$ cat src/sv/ccps_pkg.sv
// shared types, codes and the tag decode for the constant pool scanner
// no dependencies; used by every module of the block
package ccps_pkg;

    // parse phase of the scanner
    typedef enum logic [1:0] {
        PH_IDLE,
        PH_COUNT_LO,
        PH_TAG,
        PH_BODY
    } phase_t;

    // result status codes
    localparam logic [1:0] ST_ENTRY   = 2'd0;
    localparam logic [1:0] ST_BAD_TAG = 2'd1;
    localparam logic [1:0] ST_EMPTY   = 2'd2;

    // reference kind codes
    localparam logic [1:0] REF_NONE  = 2'd0;
    localparam logic [1:0] REF_CLASS = 2'd1;
    localparam logic [1:0] REF_DESC  = 2'd2;

    // constant pool tags with special handling
    localparam logic [7:0] TAG_UTF8          = 8'd1;
    localparam logic [7:0] TAG_LONG          = 8'd5;
    localparam logic [7:0] TAG_DOUBLE        = 8'd6;
    localparam logic [7:0] TAG_CLASS         = 8'd7;
    localparam logic [7:0] TAG_NAME_AND_TYPE = 8'd12;
    localparam logic [7:0] TAG_METHOD_TYPE   = 8'd16;

    // fixed file offsets around the pool count
    localparam logic [31:0] COUNT_LO_OFFSET  = 32'd9;
    localparam logic [31:0] EMPTY_END_OFFSET = 32'd10;

    // one accepted input byte
    typedef struct packed {
        logic [7:0] data_byte;
        logic       start_req;
    } item_t;

    // one entry report
    typedef struct packed {
        logic [1:0]  status;
        logic [15:0] entry_index;
        logic [7:0]  tag;
        logic [31:0] content_offset;
        logic [31:0] end_offset;
        logic [15:0] utf8_length;
        logic [1:0]  ref_kind;
        logic [15:0] ref_index;
        logic        last;
    } result_t;

    // body byte count for a tag, zero for an unknown tag (utf8 gives its length field)
    function automatic logic [3:0] body_size(input logic [7:0] t);
        logic [3:0] sz;
        unique case (t)
            8'd1:                    sz = 4'd2;
            8'd3, 8'd4:              sz = 4'd4;
            8'd5, 8'd6:              sz = 4'd8;
            8'd7, 8'd8:              sz = 4'd2;
            8'd9, 8'd10, 8'd11, 8'd12: sz = 4'd4;
            8'd15:                   sz = 4'd3;
            8'd16:                   sz = 4'd2;
            8'd17, 8'd18:            sz = 4'd4;
            8'd19, 8'd20:            sz = 4'd2;
            default:                 sz = 4'd0;
        endcase
        return sz;
    endfunction

endpackage

$ cat src/sv/ccps_byte_if.sv
// valid/ready channel carrying class file bytes into the scanner
// no package dependency
interface ccps_byte_if;
    logic       valid;
    logic       ready;
    logic [7:0] data_byte;
    logic       start_req;

    modport source (output valid, output data_byte, output start_req, input ready);
    modport sink   (input valid, input data_byte, input start_req, output ready);
endinterface

$ cat src/sv/ccps_entry_if.sv
// valid/ready channel carrying constant pool entry reports out of the scanner
// no package dependency
interface ccps_entry_if;
    logic        valid;
    logic        ready;
    logic [1:0]  status;
    logic [15:0] entry_index;
    logic [7:0]  tag;
    logic [31:0] content_offset;
    logic [31:0] end_offset;
    logic [15:0] utf8_length;
    logic [1:0]  ref_kind;
    logic [15:0] ref_index;
    logic        last;

    modport source (
        output valid, output status, output entry_index, output tag,
        output content_offset, output end_offset, output utf8_length,
        output ref_kind, output ref_index, output last, input ready
    );
    modport sink (
        input valid, input status, input entry_index, input tag,
        input content_offset, input end_offset, input utf8_length,
        input ref_kind, input ref_index, input last, output ready
    );
endinterface

$ cat src/sv/ccps_input_stage.sv
// input register for the byte channel, one byte deep
// depends on ccps_pkg and ccps_byte_if
module ccps_input_stage (
    input  logic             clk,
    input  logic             rst_n,
    ccps_byte_if.sink        byte_ch,
    input  logic             take,
    output logic             item_valid,
    output ccps_pkg::item_t  item
);

    logic            valid_reg;
    ccps_pkg::item_t item_reg;

    // register can load when empty or when its byte leaves this cycle
    assign byte_ch.ready = !valid_reg || take;

    // control
    always_ff @(posedge clk or negedge rst_n)
    begin
        if (!rst_n)
        begin
            valid_reg <= 1'b0;
        end
        else if (byte_ch.ready)
        begin
            valid_reg <= byte_ch.valid;
        end
    end

    // payload capture on transfer
    always_ff @(posedge clk)
    begin
        if (byte_ch.ready && byte_ch.valid)
        begin
            item_reg.data_byte <= byte_ch.data_byte;
            item_reg.start_req <= byte_ch.start_req;
        end
    end

    assign item_valid = valid_reg;
    assign item       = item_reg;

endmodule

$ cat src/sv/ccps_parse_core.sv
// parse state, per-byte next-state logic and the result register
// depends on ccps_pkg
module ccps_parse_core (
    input  logic               clk,
    input  logic               rst_n,
    input  logic               item_valid,
    input  ccps_pkg::item_t    item,
    output logic               take,
    input  logic               res_ready,
    output logic               res_valid,
    output ccps_pkg::result_t  res
);

    // parse state
    ccps_pkg::phase_t phase_reg, phase_next;
    logic [31:0] byte_offset_reg, byte_offset_next;
    logic [15:0] pool_count_reg, pool_count_next;
    logic [15:0] slot_index_reg, slot_index_next;
    logic [7:0]  current_tag_reg, current_tag_next;
    logic [16:0] bytes_left_reg, bytes_left_next;
    logic [16:0] body_position_reg, body_position_next;
    logic [15:0] captured_length_reg, captured_length_next;
    logic [15:0] captured_ref_reg, captured_ref_next;
    logic [31:0] entry_start_reg, entry_start_next;

    // result register
    logic              res_valid_reg;
    ccps_pkg::result_t res_reg, res_next;
    logic              emit;

    // working values
    logic [7:0]  b;
    logic [31:0] off_inc;
    logic [15:0] count_full;
    logic [3:0]  tag_size;
    logic [16:0] next_slot;
    logic        is_last;
    logic [1:0]  kind;

    assign take = item_valid && (!res_valid_reg || res_ready);
    assign b    = item.data_byte;

    // next state and result for the byte in the input register
    always_comb
    begin
        phase_next           = phase_reg;
        byte_offset_next     = byte_offset_reg;
        pool_count_next      = pool_count_reg;
        slot_index_next      = slot_index_reg;
        current_tag_next     = current_tag_reg;
        bytes_left_next      = bytes_left_reg;
        body_position_next   = body_position_reg;
        captured_length_next = captured_length_reg;
        captured_ref_next    = captured_ref_reg;
        entry_start_next     = entry_start_reg;
        emit                 = 1'b0;
        res_next             = '0;
        off_inc              = byte_offset_reg + 32'd1;
        count_full           = {pool_count_reg[15:8], b};
        tag_size             = ccps_pkg::body_size(b);
        next_slot            = '0;
        is_last              = 1'b0;
        kind                 = ccps_pkg::REF_NONE;

        if (item.start_req)
        begin
            pool_count_next  = {b, 8'h00};
            byte_offset_next = ccps_pkg::COUNT_LO_OFFSET;
            phase_next       = ccps_pkg::PH_COUNT_LO;
        end
        else
        begin
            byte_offset_next = off_inc;
            unique case (phase_reg)
                ccps_pkg::PH_IDLE:
                begin
                end
                ccps_pkg::PH_COUNT_LO:
                begin
                    pool_count_next = count_full;
                    if (count_full <= 16'd1)
                    begin
                        // pool holds no entries
                        phase_next          = ccps_pkg::PH_IDLE;
                        emit                = 1'b1;
                        res_next.status     = ccps_pkg::ST_EMPTY;
                        res_next.end_offset = ccps_pkg::EMPTY_END_OFFSET;
                        res_next.last       = 1'b1;
                    end
                    else
                    begin
                        slot_index_next = 16'd1;
                        phase_next      = ccps_pkg::PH_TAG;
                    end
                end
                ccps_pkg::PH_TAG:
                begin
                    current_tag_next = b;
                    entry_start_next = byte_offset_reg;
                    if (tag_size == 4'd0)
                    begin
                        // unknown tag halts the parse
                        phase_next              = ccps_pkg::PH_IDLE;
                        emit                    = 1'b1;
                        res_next.status         = ccps_pkg::ST_BAD_TAG;
                        res_next.entry_index    = slot_index_reg;
                        res_next.tag            = b;
                        res_next.content_offset = off_inc;
                        res_next.end_offset     = off_inc;
                        res_next.last           = 1'b1;
                    end
                    else
                    begin
                        bytes_left_next      = {13'd0, tag_size};
                        body_position_next   = '0;
                        captured_length_next = '0;
                        captured_ref_next    = '0;
                        phase_next           = ccps_pkg::PH_BODY;
                    end
                end
                ccps_pkg::PH_BODY:
                begin
                    // capture index and length fields
                    if (current_tag_reg == ccps_pkg::TAG_CLASS ||
                        current_tag_reg == ccps_pkg::TAG_METHOD_TYPE)
                    begin
                        if (body_position_reg == 17'd0)
                            captured_ref_next = {b, 8'h00};
                        else if (body_position_reg == 17'd1)
                            captured_ref_next = {captured_ref_reg[15:8], b};
                    end
                    else if (current_tag_reg == ccps_pkg::TAG_NAME_AND_TYPE)
                    begin
                        if (body_position_reg == 17'd2)
                            captured_ref_next = {b, 8'h00};
                        else if (body_position_reg == 17'd3)
                            captured_ref_next = {captured_ref_reg[15:8], b};
                    end
                    else if (current_tag_reg == ccps_pkg::TAG_UTF8)
                    begin
                        if (body_position_reg == 17'd0)
                            captured_length_next = {b, 8'h00};
                        else if (body_position_reg == 17'd1)
                            captured_length_next = {captured_length_reg[15:8], b};
                    end

                    body_position_next = body_position_reg + 17'd1;
                    bytes_left_next    = bytes_left_reg - 17'd1;
                    // utf8 string bytes follow the length field
                    if (current_tag_reg == ccps_pkg::TAG_UTF8 && body_position_reg == 17'd1)
                        bytes_left_next = {1'b0, captured_length_next};

                    if (current_tag_reg == ccps_pkg::TAG_CLASS)
                        kind = ccps_pkg::REF_CLASS;
                    else if (current_tag_reg == ccps_pkg::TAG_NAME_AND_TYPE ||
                             current_tag_reg == ccps_pkg::TAG_METHOD_TYPE)
                        kind = ccps_pkg::REF_DESC;

                    // long and double take two slots
                    if (current_tag_reg == ccps_pkg::TAG_LONG ||
                        current_tag_reg == ccps_pkg::TAG_DOUBLE)
                        next_slot = {1'b0, slot_index_reg} + 17'd2;
                    else
                        next_slot = {1'b0, slot_index_reg} + 17'd1;
                    is_last = next_slot >= {1'b0, pool_count_reg};

                    if (bytes_left_next == 17'd0)
                    begin
                        emit                    = 1'b1;
                        res_next.status         = ccps_pkg::ST_ENTRY;
                        res_next.entry_index    = slot_index_reg;
                        res_next.tag            = current_tag_reg;
                        res_next.content_offset = entry_start_reg + 32'd1;
                        res_next.end_offset     = off_inc;
                        res_next.utf8_length    =
                            (current_tag_reg == ccps_pkg::TAG_UTF8) ? captured_length_next : 16'd0;
                        res_next.ref_kind       = kind;
                        res_next.ref_index      =
                            (kind != ccps_pkg::REF_NONE) ? captured_ref_next : 16'd0;
                        res_next.last           = is_last;
                        slot_index_next         = next_slot[15:0];
                        phase_next = is_last ? ccps_pkg::PH_IDLE : ccps_pkg::PH_TAG;
                    end
                end
            endcase
        end
    end

    // control state
    always_ff @(posedge clk or negedge rst_n)
    begin
        if (!rst_n)
        begin
            phase_reg           <= ccps_pkg::PH_IDLE;
            byte_offset_reg     <= '0;
            pool_count_reg      <= '0;
            slot_index_reg      <= '0;
            current_tag_reg     <= '0;
            bytes_left_reg      <= '0;
            body_position_reg   <= '0;
            captured_length_reg <= '0;
            captured_ref_reg    <= '0;
            entry_start_reg     <= '0;
            res_valid_reg       <= 1'b0;
        end
        else
        begin
            if (take)
            begin
                phase_reg           <= phase_next;
                byte_offset_reg     <= byte_offset_next;
                pool_count_reg      <= pool_count_next;
                slot_index_reg      <= slot_index_next;
                current_tag_reg     <= current_tag_next;
                bytes_left_reg      <= bytes_left_next;
                body_position_reg   <= body_position_next;
                captured_length_reg <= captured_length_next;
                captured_ref_reg    <= captured_ref_next;
                entry_start_reg     <= entry_start_next;
                res_valid_reg       <= emit;
            end
            else if (res_ready)
            begin
                res_valid_reg <= 1'b0;
            end
        end
    end

    // result payload
    always_ff @(posedge clk)
    begin
        if (take && emit)
        begin
            res_reg <= res_next;
        end
    end

    assign res_valid = res_valid_reg;
    assign res       = res_reg;

endmodule

$ cat src/sv/class_constant_pool_scanner.sv
// Constant pool scanner for a class file byte stream.
// Channels: byte_ch takes one class file byte per transfer, starting with the
// byte at file offset 8 marked by start_req; entry_ch gives one report per
// constant pool entry, one empty-pool report, or one unknown-tag report.
// A byte goes into a one-deep input register; when the byte moves on, the parse
// logic updates the state and loads the result register. An entry's report raises
// entry_ch.valid once the entry's last byte moves on from the input register, and
// is held there until entry_ch.ready takes it.
// Throughput is one byte per cycle: the input register takes a new byte in
// the same cycle the held byte moves on, and the held byte moves on whenever
// the result register is empty or being read.
// While entry_ch stalls with a report held, no byte moves into the parser, so
// byte_ch stops as soon as the input register holds a byte.
// Reset (rst_n low, asynchronous) empties both registers and returns the
// parser to idle; bytes without start_req are then ignored until a start.
// After an unknown tag or the last entry the parser also idles until the
// next start_req.
// depends on ccps_pkg, ccps_byte_if, ccps_entry_if, ccps_input_stage,
// ccps_parse_core
module class_constant_pool_scanner (
    input  logic          clk,
    input  logic          rst_n,
    ccps_byte_if.sink     byte_ch,
    ccps_entry_if.source  entry_ch
);

    logic              item_valid;
    ccps_pkg::item_t   item;
    logic              take;
    logic              res_valid;
    ccps_pkg::result_t res;

    // input register
    ccps_input_stage u_input (
        .clk        (clk),
        .rst_n      (rst_n),
        .byte_ch    (byte_ch),
        .take       (take),
        .item_valid (item_valid),
        .item       (item)
    );

    // parser and result register
    ccps_parse_core u_core (
        .clk        (clk),
        .rst_n      (rst_n),
        .item_valid (item_valid),
        .item       (item),
        .take       (take),
        .res_ready  (entry_ch.ready),
        .res_valid  (res_valid),
        .res        (res)
    );

    // result channel
    assign entry_ch.valid          = res_valid;
    assign entry_ch.status         = res.status;
    assign entry_ch.entry_index    = res.entry_index;
    assign entry_ch.tag            = res.tag;
    assign entry_ch.content_offset = res.content_offset;
    assign entry_ch.end_offset     = res.end_offset;
    assign entry_ch.utf8_length    = res.utf8_length;
    assign entry_ch.ref_kind       = res.ref_kind;
    assign entry_ch.ref_index      = res.ref_index;
    assign entry_ch.last           = res.last;

    // byte channel stalls only with a byte held in the input register
    a_stall_needs_item: assert property (@(posedge clk) disable iff (!rst_n)
        !byte_ch.ready |-> item_valid)
        else $error("byte channel stalled with empty input register");

    // empty pool report is final and ends at offset 10
    a_empty_report: assert property (@(posedge clk) disable iff (!rst_n)
        (entry_ch.valid && entry_ch.status == ccps_pkg::ST_EMPTY) |->
            (entry_ch.last && entry_ch.end_offset == ccps_pkg::EMPTY_END_OFFSET))
        else $error("malformed empty pool report");

    // unknown tag report is final and has no body
    a_bad_tag_report: assert property (@(posedge clk) disable iff (!rst_n)
        (entry_ch.valid && entry_ch.status == ccps_pkg::ST_BAD_TAG) |->
            (entry_ch.last && entry_ch.end_offset == entry_ch.content_offset &&
             entry_ch.ref_kind == ccps_pkg::REF_NONE))
        else $error("malformed unknown tag report");

    // a new report appears only after a byte moved into the parser
    a_report_from_byte: assert property (@(posedge clk) disable iff (!rst_n)
        $rose(entry_ch.valid) |-> $past(take))
        else $error("report appeared without a parsed byte");

endmodule

$ cat src/flat_wrapper.sv
// flat-port wrapper written by rule: the top's interface ports become plain ports
module class_constant_pool_scanner_flat 
  (clk, rst_n, byte_ch_valid, byte_ch_data_byte, byte_ch_start_req, byte_ch_ready, entry_ch_valid, entry_ch_status, entry_ch_entry_index, entry_ch_tag, entry_ch_content_offset, entry_ch_end_offset, entry_ch_utf8_length, entry_ch_ref_kind, entry_ch_ref_index, entry_ch_last, entry_ch_ready);
  ccps_byte_if byte_ch_i ();
  ccps_entry_if entry_ch_i ();
  input  logic clk;
  input  logic rst_n;
  input wire logic [$bits(byte_ch_i.valid)-1:0] byte_ch_valid;
  input wire logic [$bits(byte_ch_i.data_byte)-1:0] byte_ch_data_byte;
  input wire logic [$bits(byte_ch_i.start_req)-1:0] byte_ch_start_req;
  output wire logic [$bits(byte_ch_i.ready)-1:0] byte_ch_ready;
  output wire logic [$bits(entry_ch_i.valid)-1:0] entry_ch_valid;
  output wire logic [$bits(entry_ch_i.status)-1:0] entry_ch_status;
  output wire logic [$bits(entry_ch_i.entry_index)-1:0] entry_ch_entry_index;
  output wire logic [$bits(entry_ch_i.tag)-1:0] entry_ch_tag;
  output wire logic [$bits(entry_ch_i.content_offset)-1:0] entry_ch_content_offset;
  output wire logic [$bits(entry_ch_i.end_offset)-1:0] entry_ch_end_offset;
  output wire logic [$bits(entry_ch_i.utf8_length)-1:0] entry_ch_utf8_length;
  output wire logic [$bits(entry_ch_i.ref_kind)-1:0] entry_ch_ref_kind;
  output wire logic [$bits(entry_ch_i.ref_index)-1:0] entry_ch_ref_index;
  output wire logic [$bits(entry_ch_i.last)-1:0] entry_ch_last;
  input wire logic [$bits(entry_ch_i.ready)-1:0] entry_ch_ready;
  assign byte_ch_i.valid = byte_ch_valid;
  assign byte_ch_i.data_byte = byte_ch_data_byte;
  assign byte_ch_i.start_req = byte_ch_start_req;
  assign byte_ch_ready = byte_ch_i.ready;
  assign entry_ch_valid = entry_ch_i.valid;
  assign entry_ch_status = entry_ch_i.status;
  assign entry_ch_entry_index = entry_ch_i.entry_index;
  assign entry_ch_tag = entry_ch_i.tag;
  assign entry_ch_content_offset = entry_ch_i.content_offset;
  assign entry_ch_end_offset = entry_ch_i.end_offset;
  assign entry_ch_utf8_length = entry_ch_i.utf8_length;
  assign entry_ch_ref_kind = entry_ch_i.ref_kind;
  assign entry_ch_ref_index = entry_ch_i.ref_index;
  assign entry_ch_last = entry_ch_i.last;
  assign entry_ch_i.ready = entry_ch_ready;
  class_constant_pool_scanner u_core (.clk(clk), .rst_n(rst_n), .byte_ch(byte_ch_i), .entry_ch(entry_ch_i));
endmodule
$ cat config.mk
export PLATFORM = sky130hd
export DESIGN_NAME = class_constant_pool_scanner_flat
export DESIGN_NICKNAME = d
export VERILOG_FILES = /design/src/sv/ccps_pkg.sv /design/src/sv/ccps_byte_if.sv /design/src/sv/ccps_entry_if.sv /design/src/sv/ccps_input_stage.sv /design/src/sv/ccps_parse_core.sv /design/src/sv/class_constant_pool_scanner.sv /design/src/flat_wrapper.sv
export SDC_FILE = /design/constraint.sdc
export NUM_CORES = 1
export LEC_CHECK = 0
export BUFFER_PORTS_ARGS = -buffer_cell sky130_fd_sc_hd__buf_2
export CAP_MARGIN = 20
export CORE_AREA = 2 2 167 169
export CTS_BUF_LIST = sky130_fd_sc_hd__clkbuf_8
export DETAILED_ROUTE_END_ITERATION = 10
export DIE_AREA = 0 0 169 171
export PLACE_DENSITY = 0.77
export SETUP_SLACK_MARGIN = 0.2
export SYNTH_ARGS = -nofsm -noshare
export SYNTH_HDL_FRONTEND = slang
export SYNTH_SLANG_ARGS = --single-unit
$ cat constraint.sdc
create_clock -name clk -period 25.3 [get_ports clk]
set_input_delay 6.325 -clock clk [delete_from_list [all_inputs] [get_ports clk]]
set_output_delay 6.325 -clock clk [all_outputs]
set_load 0.02 [all_outputs]
==> flow_results.org <==
** Power
- Power dissipated by switching net loads :: 0.000431 W
- Internal power comes to 0.000905 W.
- Power density relative to cell area :: 76.4 nW/um^2
- Sequential group share of total power :: 0.466
- Of the total power, the share spent switching nets is 0.323.
- For this design the static power due to leakage is 7.60 nW.
- Of the total power, the clock network draws 0.316.
- The worst-case IR drop observed on VDD is 68.8 uV.
- Gate power share :: 0.218

** GRT
- First-pass GRT wire length :: 59.5 mm
- Across every metal layer, demand over resource in global routing totals 0.257.
- Maximum number of pins on one net before global-route repair :: 105
- For this run the aggregate overflow at the end of global routing stands at 0.
- Vias in the first global route :: 11600
- Antenna violations before repair :: 0

** Drt
- In this run the remaining antenna-violating nets after routing total 0.
- For this block, the via count after detailed routing is 12100.
- Per-cell routed wire length :: 18.7 um
- Detailed router's first-iteration violation count :: 1184
- In the routed design, unresolved DRC markers number 0.
- Detailed Routing Iterations Pass 1 :: 5
- In the routed layout, each cell is associated on average with a via count of 6.05.
- The final layout contains routed wiring with a total length of 37.3 mm.

** Die
- The die is 169 um wide.
- Initial Utilization :: 0.566
- In this run the standard cell core region covers 27300 um^2.
- The floorplan step defined a die boundary enclosing 28900 um^2.
- From bottom edge to top edge, the die measures 171 um.
- Rows :: 61
- Number of placed I/O pins :: 140

** Synth
- Most area-consuming cells after synthesis :: dfrtp_1 (28%), edfxtp_1 (26%), nand2_1 (5.0%), mux2_2 (3.9%), xor2_1 (2.9%)
- Main synth FF type :: dfrtp_1
- In the synthesized netlist the async set-or-reset flop fraction comes to 0.558.
- By instance count, the leading cell after synthesis is nand2_1.
- Commonest cells post-synth :: nand2_1 (206), dfrtp_1 (174), edfxtp_1 (134)
- Synthesis Warnings :: 0
- When the netlist entered floorplanning its net count stood at 1517.
- For this run, the register share of the synthesized area comes to 0.547.
- Synthesis inferred 312 register bits.
- The cell area that synthesis handed to floorplanning was 15500 um^2.
- EDFF count, synth :: 134
- A synthesized cell averages 10.5 um^2.
- Synthesis produced 1471 cells.
- The share of synthesized area in the top cell type comes to 0.282.
- After synthesis, the netlist uses 67 different library cells.
- Dominant cell type by area after synthesis :: dfrtp_1

** Cells and area
- Post-layout net count :: 1655
- Fill cells in the final layout number 2136.
- Layout Utilization :: 0.640
- Final instance area :: 17500 um^2
- Max reg flops :: 125
- The repair_antennas step left the layout with diodes totalling 0.
- Signed area change from the synthesized netlist to the final layout :: 13.1%
- Of the cells placed in the final design, the portion with a size suffix greater than 1 is 0.183.

** STA
- Worst setup margin :: 12.15 ns
- Final cycle utilization of the critical path :: 0.520
- For the final database, setup skew stands at 0.0326 ns.
- Final count of hold timing violations :: 0
- Fin Setup TNS :: 0 ns
- Hold timing on the final database bottoms out at a slack of 0.481 ns.
- Setup repair after global routing left no endpoint under its margin.
- The routed design could run at a clock period as short as 13.15 ns.
- Tightest slew margin relative to the limit :: 0.271
- Setup violations remaining at the end of the flow were counted as 0.
- Transition at the pin with the smallest max-transition slack :: 1.09 ns
- Static timing analysis puts the maximum clock frequency at 76.0 MHz.
- The number of max-slew violations in the final report came to 0.

** Critical path
- Arrival @ worst endpoint :: 6.83 ns
- The worst setup path is captured at an output pin.
- Critical Path RT :: 18.98 ns
- Highest net fanout along the worst path :: 3
- Crit start category :: primary input
- By startpoint and endpoint, the worst setup path is classified as in -> out.

** Hold path
- Kind of path behind the tightest hold check :: reg -> reg

** Clock network
- Clock-pin slew reported for the worst setup and hold paths after clock tree synthesis :: 0.06 ns
- At the later pin of the worst-skew pair, clock insertion delay measures 0.59 ns.
- Setup fix buffers added after clock tree synthesis :: 0
- Number of buffers created by CTS :: 51
- Number of buffers inserted for hold repair after clock tree synthesis :: 0
- The clock net in this run drives a total of 312 sinks.
- The tree is rooted in a clkbuf_8.
- Once the clock tree was built, the resizer swapped 0 gates to a different size.
- The clock tree synthesis step divided the H-tree into 2 levels.
- Maximum root-to-sink buffer count :: 3
- TritonCTS built the clock tree.

** Place
- After legalization and detailed placement, the total HPWL measured 25.3 mm.
- Port buffering added 139 buffers.
- OpenSTA, run right after detailed placement, puts the worst setup slack at 12.15 ns.
- The placed instances occupy a cell area of 16400 um^2.
- Routability-driven placement finished with a final weighted congestion of 0.939.

** Job
- Max-cap violations in this run came to 0.

** Status
- The run finished with clean final reports.
per-stage QoR:
stage                     total power [W]  cells
after floorplan                  0.000836   1471
after global placement           0.000902   1900
after detailed placement         0.000915   1900
after CTS                         0.00134   1995
after global routing              0.00140   1997
final                             0.00134   1997
worst max-delay path: stages:
cell      delay (ns)
buf_2           0.11
nand3b_1        0.20
buf_2           0.19
path summary, 6_finish.rpt:
path	startpoint	endpoint	slack, ns	cells after the start
max	entry_ch_ready	byte_ch_ready	12.15	3
max reg2reg	u_core.u_core.current_tag_reg[3]	u_core.u_core.res[57]	19.48	10
max in group asynchronous	rst_n	u_core.u_core.slot_index_reg[5]	17.86	2
min reg2reg	u_core.u_core.captured_ref_reg[3]	u_core.u_core.captured_ref_reg[3]	0.48	1
min in group asynchronous	rst_n	u_core.u_core.captured_ref_reg[12]	5.85	1
min	u_core.u_core.captured_ref_reg[3]	u_core.u_core.captured_ref_reg[3]	0.48	1
final cells by class:
class / instances / area [um^2] / area share
Sequential cell: 312 / 8460 / 0.484
Multi-Input combinational cell: 1043 / 6550 / 0.375
Timing Repair Buffer: 163 / 907 / 0.0519
Clock buffer: 58 / 798 / 0.0457
Tap cell: 346 / 433 / 0.0248
Clock inverter: 37 / 195 / 0.0112
Inverter: 38 / 143 / 0.00816
power by group through the flow:
stage	combinational (W)	clock [W]	sequential, W
3_5_place_dp	0.000284	0	0.000631
4_1_cts	0.000285	0.000430	0.000622
3_3_place_gp	0.000274	0	0.000629
6_report	0.000291	0.000422	0.000623
5_1_grt	0.000319	0.000452	0.000629
2_1_floorplan	0.000213	0	0.000623
cells in the final DEF, fill, tap and decap left out, types with 28 or more instances in the layout:
master and count:
nand2_1 206, dfrtp_1 174, buf_2 138, edfxtp_1 134, nor2_1 97, o21ai_0 80
a21oi_1 77, clkbuf_8 58, inv_1 53, mux2_2 53, xor2_1 51, nand3_1 47
o22ai_1 37, ha_1 33, a22o_1 32, nand4_1 28
cells by family (layout without fill, tap and decap cells):
group,Yosys count,after routing,share of synthesized area
xor gates and xnor gates,78,78,0.0442
muxes,67,67,0.0477
AOI/OAI and AO/OA,331,331,0.136
DFF,312,312,0.547
and+or+nand+nor,534,534,0.168
adders and majority gates,33,33,0.0267
buffers and inverters,116,296,0.0297
layer usage:
layer,share of wire,GRT usage
met3,0.071,0.0419
met4,0.028,0.0996
met2,0.48,0.429
met1,0.42,0.341
met5,0,0
Note: power is estimated with default switching activity, not from simulation.
